--- src/bcmp_delay.sv ---
// Stallable shift line that carries side data alongside a divider.
// Used by the barometer compensation core; depends on nothing else.
`timescale 1ns / 1ps

module bcmp_delay #(
	parameter int W = 8,
	parameter int N = 4
) (
	input  logic         clk,
	input  logic         en,
	input  logic [W-1:0] din,
	output logic [W-1:0] dout
);

	logic [W-1:0] tap_q [N];

	// Advance the line when the pipeline moves
	always_ff @(posedge clk) begin
		if (en) begin
			tap_q[0] <= din;
			for (int i = 1; i < N; i++) begin
				tap_q[i] <= tap_q[i-1];
			end
		end
	end

	assign dout = tap_q[N-1];

endmodule

--- config.mk ---
export PLATFORM = sky130hd
export DESIGN_NAME = bcmp_delay
export DESIGN_NICKNAME = d
export VERILOG_FILES = /design/src/bcmp_delay.sv
export SDC_FILE = /design/constraint.sdc
export NUM_CORES = 1
export LEC_CHECK = 0
export BUFFER_PORTS_ARGS = -buffer_cell sky130_fd_sc_hd__buf_2
export CORE_MARGIN = 10
export CORE_UTILIZATION = 35
export CTS_CLUSTER_SIZE = 25
export DETAILED_ROUTE_END_ITERATION = 10
export GPL_ROUTABILITY_DRIVEN = 0
export REMOVE_ABC_BUFFERS = 1
export SYNTH_ARGS = -nofsm -noshare
export SYNTH_HDL_FRONTEND = slang
export SYNTH_SLANG_ARGS = --single-unit
--- constraint.sdc ---
create_clock -name clk -period 0.8 [get_ports clk]
set_input_delay 0.16 -clock clk [delete_from_list [all_inputs] [get_ports clk]]
set_output_delay 0.16 -clock clk [all_outputs]
set_load 0.05 [all_outputs]
Word-level counts from Yosys, hierarchy flattened
Memory sizes are Yosys's and may differ from the RTL's.
Index checks and enable logic that the tools add are counted.

word-level totals
  bits in read-only memories = 0
  bits in writable memories = 32
  output and inout port bits = 8
  bits in registers = 0
  bits in latches = 0
  memories = 1
  bits of input ports = 10
  logic and storage cells = 3

memories
  memory  depth  width  read ports  clocked after memory_dff  wr ports  RTL line  source
  tap_q   4      8      4           0                         4         15        logic [W-1:0] tap_q [N];

operators by class
  $lt $le $gt $ge = 0
  multiply operators = 0
  divide/modulo/power cells = 0
  multiplexer cells = 2
  bitwise gates (word level) = 0
  equal/unequal tests = 0
  $add $sub $neg = 0
  reduce and logical (&&, ||, !) cells = 0
  shift operators = 0

operator list
  operator          count
  2-to-1 mux 1 bit  2

Longest topological paths before layout
  depth in word-level cells = 2
  mapped depth = 0
  gate-level depth less buffers = 0

Worst setup path after synthesis
Ideal clock, no wire load.

  path kind = register to output
  from = mem tap_q[3][0]
  to = out dout[0]
  stages on the path, launching flop included = 1
  data required time = 640 ps
  path buffers = 0
  slack = 39 ps
  data arrival time = 601 ps
  cells stage by stage = edfxtp_1

RTL lines
  element             RTL line  source
  start: declaration  15
  end: declaration    12        output logic [W-1:0] dout

==> flow_summary.yaml <==
critical_path:
  cp_top_family: "flip-flops"
  path_cells: "buf_6"
  reg2reg_depth: 0
  cp_slowest_cell: "edfxtp_1"
  worstPathMaxFanout: 1
  r2r_start: "tap_q[2][6]"
  crit_end: "dout[3]"
  crit_arrival_ns: 0.87
  required_ns: 0.64
  crit_type: "reg2out"
  cp_num_cells: 1
  reg2reg_slack_ns: 0.17
  crit_path_start: "tap_q[3][3]"
  slowest_delay_ns: 0.39
  worst-path-buf-inv: 1
  rr_endpoint: "tap_q[3][6]"
  start_kind: "flop"
  end_kind: "output port"
detailed_routing:
  post_drt_wl_per_cell_um: 12.2
  dr.pass1.iters: 4
  drtIter0Drc: 4
  drt-total-wl_um: 1160
  ant_nets: 0
  drc: 0
  vias: 400
  detail_route.vias_per_cell: 4.21
final_layout:
  diodes: 0
  final_nets: 74
  area_growth_pct: 31.9
  layout_commonest_cell: "edfxtp_1"
  top_register: "tap_q"
  final_cell_mix: "edfxtp_1, buf_2, buf_6"
  multi_input_area_um2: 0
  drive_above_1_share: 0.385
  multi_input_cells: 0
  top_regs: "tap_q x32"
  largest_reg_flops: 32
timing:
  period_share: 1.28
  tightest_slew_ns: 0.110
  period_needed_ns: 1.03
  clock_skew_ns: 0.00457
  fin_tns_setup_ns: -1.77
  hold_viol: 0
  setup_viol: 8
  fmax_mhz: 974
  max_slew_margin: 0.927
  worst_slack_ns: -0.227
  rsz0062_at_grt: "true"
  slew_violations: 0
cts:
  cts_setup_buffers: 0
  htreeDepth: 2
  cts_root_buf: "clkbuf_4"
  clk_pin_slew_worst_paths_ns: 0.09
  clockBufferDepth: 2
  clk_latency_ns: 0.31
  cts_num_sinks: 32
  cts_tree: "done"
  cts_buffers: 5
grt:
  grt_pass1_wl_um: 1900
  grt_pass1_vias: 430
  track_usage: 0.0497
  antenna_found_initial: 0
  grt-ovfl-total: 0
  grt_max_degree: 19
power:
  power.switching_uw: 616
  p_per_area_nw_per_um2: 2380
  p_sw_frac: 0.204
  p_int_uw: 2400
  pwr-share-seq: 0.664
  p_leak_uw: 0.000464
  total_power_uw: 3010
  combPwrFrac: 0.072
  clockPowerShare: 0.264
  ir_worst_vdd_mv: 1.39
synthesis:
  yosysTopAreaCell: "edfxtp_1"
  yosysWarnings: 0
  netlist_area_um2: 961
  yosysSeqAreaShare: 1.00
  synth_seq_cells: 32
  synthCells: 32
  synth_top_area_share: 1.00
  ys_types: 1
  yosys-top-cells-area: "edfxtp_1"
  syn_area_per_cell_um2: 30.0
status:
  violations: "setup timing"
  outcome: "finished with violations"
floorplanning:
  dieArea_um2: 5240
  io_pins: 18
  die-width_um: 72.4
  die_h_um: 72.4
  core_um2: 2540
  rows: 18
  start_util: 0.378
job:
  maxCapViolations: 0
min_path:
  hold_path.class: "in2reg"
placement:
  numPortBuffers: 17
  post-place-ws_ns: 0.0353
[worst min path at each step]
stage	slack, ns	cells past startpoint	end	startpoint
4_1_cts	0.001	1	tap_q[0][3]	din[3]
5_1_grt	0.001	1	tap_q[0][4]	din[4]
2_1_floorplan	0.26	0	tap_q[0][0]	din[0]
6_report	0.02	1	tap_q[0][4]	din[4]
3_5_place_dp	0.34	1	tap_q[0][0]	din[0]
3_3_place_gp	0.34	1	tap_q[0][2]	din[2]
[layout make-up]
cell class              instances  area [µm²]
fillers                       219        1280
flip-flops and latches         32         961
repair buffers                 25         220
clock buffers                   7        45.0
well taps                      30        37.5
clock inverters                 1        3.75
[repair_timing]
item,in CTS,in global routing
endpoints found under the setup margin,8,8
gates resized for setup,16,0
endpoints found under the hold margin,2,3
hold buffers,2,3
[per-layer routing]
metal,vias to the layer above,GRT usage,part of all wire
li1,197,-,-
met1,178,0.0425,0.36
met2,21,0.0671,0.44
met3,4,0.0476,0.18
met4,0,0.0443,0.015
met5,-,0,0
[per-stage QoR]
step | cells | hold slack, ns | utilization | instance area, µm²
floorplan | 32 | 0.259 | - | 961
global placement | 82 | 0.336 | 0.440 | 1120
detailed placement | 82 | 0.338 | 0.440 | 1120
CTS | 92 | 0.00125 | 0.486 | 1240
global route | 95 | 0.00121 | 0.498 | 1270
finish | 95 | 0.0170 | 0.498 | 1270
[power by group through the flow]
stage | logic [µW] | clock network, µW | registers (µW)
after floorplan | 0 | 0 | 2110
after global placement | 171 | 0 | 2030
after detailed placement | 175 | 0 | 2040
after CTS | 209 | 839 | 2000
after global routing | 230 | 922 | 2010
final | 217 | 796 | 2000
[cell usage after synthesis, drive strengths merged]
cell type and count:
edfxtp 32
[cells by family after synthesis]
family	count (synthesis)	share of synthesized area
flops	32	1.00
(Power assumes the default switching activity.)
